### config.mk
export PLATFORM = sky130hd
export DESIGN_NAME = qs_sqrt
export DESIGN_NICKNAME = d
export VERILOG_FILES = /design/src/design/quaternion_slerp_defines.svh /design/src/design/qs_pkg.sv /design/src/design/qs_sqrt.sv
export SDC_FILE = /design/constraint.sdc
export NUM_CORES = 2
export LEC_CHECK = 0
export BUFFER_PORTS_ARGS = -buffer_cell sky130_fd_sc_hd__buf_2
export CAP_MARGIN = 20
export CORE_MARGIN = 3
export CORE_UTILIZATION = 45
export CTS_BUF_LIST = sky130_fd_sc_hd__clkbuf_2 sky130_fd_sc_hd__clkbuf_4 sky130_fd_sc_hd__clkbuf_8
export DETAILED_ROUTE_END_ITERATION = 16
export HOLD_SLACK_MARGIN = 0.02
export PLACE_DENSITY = 0.63
export SLEW_MARGIN = 20
export SYNTH_ARGS = -nofsm -noshare
export SYNTH_HDL_FRONTEND = slang
export SYNTH_SLANG_ARGS = --single-unit
### constraint.sdc
create_clock -name clk -period 6.2 [get_ports clk]
set_clock_uncertainty 0.2 [all_clocks]
set_input_delay 1.55 -clock clk [delete_from_list [all_inputs] [get_ports clk]]
set_output_delay 1.55 -clock clk [all_outputs]
set_load 0.01 [all_outputs]
### src/design/quaternion_slerp_defines.svh
// ----------------------------------------------------------------------------
// quaternion_slerp_defines.svh
// Assertion macros shared by the quaternion interpolator.
// ----------------------------------------------------------------------------
`ifndef QUATERNION_SLERP_DEFINES_SVH
`define QUATERNION_SLERP_DEFINES_SVH

`ifndef NO_ASSERTIONS
// same-cycle implication
`define QS_ASSERT_IMPLY(label, ante, cons) \
	label: assert property (@(posedge clk) disable iff (!arst_n) (ante) |-> (cons)) \
		else $error("quaternion_slerp: implication check failed");
// next-cycle implication
`define QS_ASSERT_NEXT(label, ante, cons) \
	label: assert property (@(posedge clk) disable iff (!arst_n) (ante) |=> (cons)) \
		else $error("quaternion_slerp: next-cycle check failed");
`else
`define QS_ASSERT_IMPLY(label, ante, cons)
`define QS_ASSERT_NEXT(label, ante, cons)
`endif

`endif

### src/design/qs_pkg.sv
// ----------------------------------------------------------------------------
// qs_pkg
// Constants, tables, types and helpers of the quaternion interpolator.
// ----------------------------------------------------------------------------
package qs_pkg;

	localparam int CORDIC_STEPS = 30;
	localparam int SQRT_STEPS   = 31;
	localparam int DIV_STEPS    = 48;
	localparam int KSPLIT       = 24;
	localparam int QBITS        = 30;

	localparam logic [30:0] ONE_Q30         = 31'h4000_0000;
	localparam logic [30:0] THETA_EPS       = 31'd10737;
	localparam logic [30:0] CORDIC_GAIN_INV = 31'd652032874;

	// atan(2^-i), Q30
	localparam logic [29:0] ATAN_TAB [CORDIC_STEPS] = '{
		30'd843314857, 30'd497837829, 30'd263043837, 30'd133525159, 30'd67021687,
		30'd33543516,  30'd16775851,  30'd8388437,   30'd4194283,   30'd2097149,
		30'd1048576,   30'd524288,    30'd262144,    30'd131072,    30'd65536,
		30'd32768,     30'd16384,     30'd8192,      30'd4096,      30'd2048,
		30'd1024,      30'd512,       30'd256,       30'd128,       30'd64,
		30'd32,        30'd16,        30'd8,         30'd4,         30'd2
	};

	typedef struct packed {
		logic [3:0][16:0] a;
		logic [3:0][15:0] b;
		logic [30:0]      t;
		logic             c_full;
	} side1_t;

	typedef struct packed {
		logic [3:0][16:0] a;
		logic [3:0][15:0] b;
		logic             pass;
	} side2_t;

	function automatic logic [15:0] sat16(input logic signed [35:0] v);
		if (v > 36'sd32767)
			return 16'h7fff;
		if (v < -36'sd32768)
			return 16'h8000;
		return v[15:0];
	endfunction

endpackage

### src/design/qs_sqrt.sv
// ----------------------------------------------------------------------------
// qs_sqrt
// Pipelined integer square root, one root bit per stage (floor).
// ----------------------------------------------------------------------------
module qs_sqrt (
	input  logic        clk,
	input  logic        en,
	input  logic [60:0] v,
	output logic [30:0] root
);

	localparam int N = qs_pkg::SQRT_STEPS;

	logic [60:0] rem_s  [N-1];
	logic [30:0] root_s [N];

	for (genvar g = 0; g < N; g++) begin : g_st
		localparam int K = N - 1 - g;
		logic [60:0] rem_in;
		logic [30:0] root_in;
		logic [62:0] trial;
		logic        ge;

		if (g == 0) begin : g_first
			assign rem_in  = v;
			assign root_in = '0;
		end else begin : g_next
			assign rem_in  = rem_s[g-1];
			assign root_in = root_s[g-1];
		end

		// (R + 2^K)^2 - R^2 = R*2^(K+1) + 2^(2K)
		assign trial = ({32'b0, root_in} << (K + 1)) + (63'd1 << (2 * K));
		assign ge    = {2'b0, rem_in} >= trial;

		always_ff @(posedge clk) begin
			if (en)
				root_s[g] <= ge ? (root_in | (31'd1 << K)) : root_in;
		end

		if (g < N - 1) begin : g_rem
			always_ff @(posedge clk) begin
				if (en)
					rem_s[g] <= ge ? (rem_in - trial[60:0]) : rem_in;
			end
		end
	end

	assign root = root_s[N-1];

endmodule

# After elaboration in Yosys (flattened, before gate mapping)
# Memory sizes are Yosys's and may differ from the RTL's.
# Cells that the tools add are included.
[op_classes]
order_cmp = 31
n_addsub = 60
muxes = 63
[op_table]
columns = ["cell", "count"]
rows = [
  ["61-bit two-way mux", 30],
  ["61-bit subtractor", 2],
  ["61-bit by 59-bit adder with 62-bit output, second input constant", 1],
  ["61-bit by 62-bit greater-or-equal comparator with 1-bit output", 1],
  ["60-bit by 57-bit adder with 61-bit output, second input constant", 1],
  ["61-bit by 33-bit greater-or-equal comparator with 1-bit output", 1],
  ["61-bit by 34-bit greater-or-equal comparator with 1-bit output", 1],
  ["61-bit by 35-bit greater-or-equal comparator with 1-bit output", 1],
  ["61-bit by 36-bit greater-or-equal comparator with 1-bit output", 1],
  ["61-bit by 37-bit greater-or-equal comparator with 1-bit output", 1],
  ["61-bit by 38-bit greater-or-equal comparator with 1-bit output", 1],
  ["61-bit by 39-bit greater-or-equal comparator with 1-bit output", 1],
  ["61-bit by 40-bit greater-or-equal comparator with 1-bit output", 1],
  ["61-bit by 41-bit greater-or-equal comparator with 1-bit output", 1],
  ["61-bit by 42-bit greater-or-equal comparator with 1-bit output", 1],
  ["61-bit by 43-bit greater-or-equal comparator with 1-bit output", 1],
  ["61-bit by 44-bit greater-or-equal comparator with 1-bit output", 1],
  ["61-bit by 45-bit greater-or-equal comparator with 1-bit output", 1],
  ["61-bit by 46-bit greater-or-equal comparator with 1-bit output", 1],
  ["61-bit by 47-bit greater-or-equal comparator with 1-bit output", 1],
  ["61-bit by 48-bit greater-or-equal comparator with 1-bit output", 1],
  ["61-bit by 49-bit greater-or-equal comparator with 1-bit output", 1],
  ["61-bit by 50-bit greater-or-equal comparator with 1-bit output", 1],
  ["61-bit by 51-bit greater-or-equal comparator with 1-bit output", 1],
  ["other kinds (98)", 100],
]
[word_totals]
word_cells = 156
in_bits = 63
regBits = 0
ramBits = 2791
output_inout_bits = 31
n_memories = 2
[memory_table]
columns = ["name", "depth", "width", "read_ports", "rd_clocked_by_memory_dff", "write_ports", "line", "source"]
rows = [
  ["rem_s", 30, 61, 30, 0, 30, "qs_sqrt.sv:14", "logic [60:0] rem_s [N-1];"],
  ["root_s", 31, 31, 31, 0, 31, "qs_sqrt.sv:15", "logic [30:0] root_s [N];"],
]

# Longest topological paths before layout
# An unclocked memory read counts as a cell.
[logic_depth]
depth_word = 4
mapped_depth = 14
depth_no_buf = 13

# Least setup slack after synthesis
# OpenSTA, ideal clock, no wires.
[synth_timing]
kind = "reg-to-reg"
from = "memory rem_s[23][37] (netlist: rem_s[1][464])"
to = "memory rem_s[24][59] (netlist: rem_s[1][547]) (data pin)"
path_stages_with_launch = 13
setup_time_ps = 266
t_arrival_ps = 3450
synth_period_minus_slack_ps = 3916
t_required_ps = 5734
slack_ps = 2284
n_path_buf = 2
path_cell_list = "edfxtp_1 > ha_1 > clkbuf_1 > or3b_2 > or4_4 > or4_1 > o32ai_2 > nor3_2 > a211o_1 > or2_1 > buf_6 > nor4_4 > xor2_1"
[synth_lines]
columns = ["element", "line"]
rows = [
  ["start, declared", "qs_sqrt.sv:14"],
]

==> Implementation_results.wiki <==
{| class="wikitable"
! Metric !! Value
|-
| CTS H-Tree Depth || 5
|-
| Capture endpoint of the worst hold path || root_s[1][371]
|-
| Actual slew at the worst max-slew pin || 1.13 ns
|-
| Slowest stage cell, crit path || sky130_fd_sc_hd__nor4_1
|-
| Cell at the root of the clock tree || sky130_fd_sc_hd__clkbuf_8
|-
| Post-Route Utilization || between 50% and 60%
|-
| Startpoint type of the worst setup path || flip-flop
|-
| Leading cell type in the layout, fill and taps excluded || sky130_fd_sc_hd__edfxtp_1
|-
| Sequential-to-total area share from yosys stat || 62.6%
|-
| Gp weighted congestion || between 0.9 and 1
|-
| Number of register bits inferred by synthesis || 2326
|-
| Yosys top cell by area || sky130_fd_sc_hd__edfxtp_1
|-
| P&R area growth vs syn || 11.1%
|-
| Simple-Gate Fraction of Synth Area || between 10% and 20%
|-
| Share of the synthesized netlist area taken by xor and xnor gates || 6.29%
|-
| Crit path largest cell delay || 0.86 ns
|-
| Portion of synthesized cell area occupied by the leading cell type || a little over three fifths
|-
| Worst reg-to-reg setup slack || 1.42 ns
|-
| Effective utilization at floorplan || 45.3%
|-
| Hold-fix buffer count after cts || 0
|-
| Number of nets in the layout || ~10000
|-
| Overall via count from detail_route || roughly 72000
|-
| Mapped Avg Cell Area || 12.5 um2
|-
| Finished Layout Cells || approximately 13000
|-
| Routed Wire Length || approximately 270 mm
|-
| Worst Hold Launch || root_s[1][340]
|-
| Post-synthesis net count || 9494
|-
| Cells after Synth || ~8900
|-
| Final Critical Period || 4.78 ns
|-
| Worst min path class || reg2reg
|-
| Antenna violations before repair || 16
|-
| Vert. Die Dim || between 500 and 600 um
|-
| Final HPWL from detailed placement || 206 mm
|-
| Number of placed cells counting well taps || 12178
|-
| Number of buffers inserted to repair setup after CTS || 0
|-
| First-pass GRT wire length || 420 mm
|-
| Cell breakdown of the critical path || ha_1 > nand4_1 > or4_1 > nor4_1 > a31oi_1 > o21ai_4 > buf_4 > nand3_1 > nor4_1 > xor2_1
|-
| Share of layout cells above drive strength 1 || 9.67%
|-
| Area of the core || 246000 um2
|-
| Largest cells by area after synthesis || sky130_fd_sc_hd__edfxtp_1 (63%), sky130_fd_sc_hd__ha_1 (5.9%), sky130_fd_sc_hd__xnor2_1 (3.4%), sky130_fd_sc_hd__xor2_1 (2.9%), sky130_fd_sc_hd__a21oi_1 (2.8%)
|-
| Distinct cell type count of the synthesized netlist || 90
|-
| WL/cell || 21.4 um
|-
| Maximum fanout encountered on the critical timing path || 62
|-
| PnR worst setup slack || approximately 1.4 ns
|-
| Number of max-slew violations in the final report || 0
|-
| Clk slew on worst S/H paths || 0.06 ns
|-
| PostCTS Resize Cnt || 0
|-
| Worst slack, placed || 1.52 ns
|-
| Highest achievable clock rate || ~0.21 GHz
|-
| FFs w/ async S/R, synth || 0%
|-
| EDFF count, synth || 2326
|-
| Worst reg2reg endpoint || rem_s[1][848]
|-
| Top library cells by usage in the layout, fill and taps aside || sky130_fd_sc_hd__edfxtp_1 (2326), sky130_fd_sc_hd__nor2_1 (658), sky130_fd_sc_hd__a21oi_1 (634), sky130_fd_sc_hd__inv_1 (632), sky130_fd_sc_hd__ha_1 (523)
|-
| Dominant combinational cell family by area after synthesis || simple AND/OR/NAND/NOR gates
|-
| Post-route DRC || 0
|-
| Element type at the critical path end || flip-flop
|-
| Cts bufs inserted || roughly 400
|-
| Die W || approximately 500 um
|-
| Number of cells on the worst hold path || 0
|-
| Total number of placement rows || 182
|-
| Final Total Pwr || 45.8 mW
|-
| Total negative slack for setup checks || 0 ns
|-
| Worst reg2reg path depth || 10
|-
| Final cycle utilization of the critical path || 77.0%
|-
| Setup repair after global routing missed its margin || false
|-
| Pin count of the biggest net entering global routing || 173
|-
| Area of the mapped netlist || 112000 um2
|-
| Compound-Gate Fraction of Synth Area || under 10%
|-
| Fraction of synthesized area in multiplexers || 0.849%
|-
| All-layer global routing usage || 21.1%
|-
| Count of synthesis-stage warnings from yosys || 0
|-
| Cell repeated most along the worst path || sky130_fd_sc_hd__nor4_1
|-
| Maximum count of clock buffers along a single path || 4
|-
| TritonCTS clock tree || yes
|-
| Grt total ovfl || 0
|-
| Layout fillers || 21531
|-
| Area of the die || 254000 um2
|-
| Number of placed I/O pins || 94
|-
| Number of search-and-repair iterations in the first detailed-routing pass || 7
|-
| Static leakage power || 46.5 nW
|-
| Violation count after the first detailed-route iteration || 6940
|-
| Critical register-to-register path startpoint || rem_s[1][755]
|-
| Type of the setup path with the least slack || reg2reg
|-
| Result of the run || completed
|-
| # port buffers || 93
|-
| Endpoints failing hold || 0
|-
| Dominant synthesized flop cell || sky130_fd_sc_hd__edfxtp_1
|-
| Antenna Violating Nets Remaining || 0
|-
| Fraction of the mapped netlist area in adder cells || 5.88%
|-
| Clk sink count || 2326
|-
| Required time worst endpoint || 6.82 ns
|-
| Total power per unit cell area || 369 nW/um2
|-
| Worst-case headroom to the max-slew limit || 24.2%
|-
| Via count of the first global-routing pass || 70923
|-
| Clock insertion delay at the later pin of the skew report || 1.14 ns
|-
| Total setup violations reported at the end of the flow || 0
|-
| Arrival time of data at the critical path endpoint || around 5.4 ns
|-
| Maximum resistive drop on vdd || 0.000198 V
|-
| Max cap viols || 0
|-
| Vias/cell || 5.62
|}
flip-flops by register name (all words and copies together), names as in the netlist:
name    flops
rem_s    1830
root_s    496
worst max-delay path, delay by kind of cell (launching register included):
kind,cells,cell delay (ns)
buf+inv,1,0.57
xor+xnor,1,0.12
simple gates,5,2.35
compound gates,2,0.42
fa+ha+maj,1,0.43
flops,1,0.39
how the worst max path moves through the flow:
stage,from,endpoint,slack [ns],cells past startpoint
after floorplan,rem_s[1][464],rem_s[1][547],2.28,12
after global placement,root_s[1][194],rem_s[1][448],1.50,10
after detailed placement,rem_s[1][169],rem_s[1][233],1.52,8
after CTS,rem_s[1][169],rem_s[1][235],1.46,8
after global routing,rem_s[1][755],rem_s[1][848],1.21,10
final,rem_s[1][755],rem_s[1][848],1.42,10
cells in the mapped netlist (all sizes together) (10+ instances only):
cell	instances
a2111oi	14
a211o	21
a211oi	35
a21boi	20
a21o	194
a21oi	634
a221oi	11
a31o	12
a31oi	54
and2	23
and3	47
and4	15
and4b	10
buf	28
clkbuf	165
edfxtp	2326
ha	523
inv	634
mux2	77
nand2	512
nand2b	98
nand3	138
nand3b	32
nand4	147
nand4b	20
nor2	659
nor2b	70
nor3	246
nor3b	29
nor4	303
nor4b	44
o2111ai	16
o211ai	25
o21a	94
o21ai	371
o21bai	46
o221ai	11
o22ai	16
o31a	11
o31ai	36
or2	41
or3	99
or4	75
xnor2	431
xor2	371
layer usage:
layer	up-vias	routed length (um)	track usage [%]
li1	34150	-	-
met1	35461	120000	29.2
met2	2256	131000	34.6
met3	413	18400	3.81
met4	2	5660	5.33
met5	-	13	0
kinds of logic after synthesis:
kind of cell             after synthesis
AO/OA/AOI/OAI                       1706
XOR/XNOR                             802
adder cells (fa/ha/maj)              524
buffers and inverters                830
flip-flops                          2326
multiplexers                          85
other                                  1
AND/OR/NAND/NOR                     2633
cell type report:
class	instances	area (um2)	share of cell area (%)
Tap cell	3312	4140	3.34
Timing Repair Buffer	152	1120	0.906
Antenna cell	1	2.50	0.00202
Clock inverter	217	1760	1.42
Clock buffer	476	6080	4.90
Sequential cell	2326	69800	56.3
Inverter	637	2390	1.93
Multi-Input combinational cell	5751	38700	31.2
where the power goes:
part / total [mW] / internal [mW] / leakage, nW / switching [mW]
Clock: 13.8 / 7.68 / 4.12 / 6.15
Combinational: 10.1 / 4.12 / 20.0 / 6.01
Sequential: 21.8 / 20.1 / 22.4 / 1.74
stage by stage:
step	hold slack, ns	area (um2)
after floorplan	0.217	112000
after global placement	0.225	116000
after detailed placement	0.226	116000
after CTS	0.201	124000
after global routing	0.208	124000
final	0.200	124000
Power figures use the tool's default switching activity.
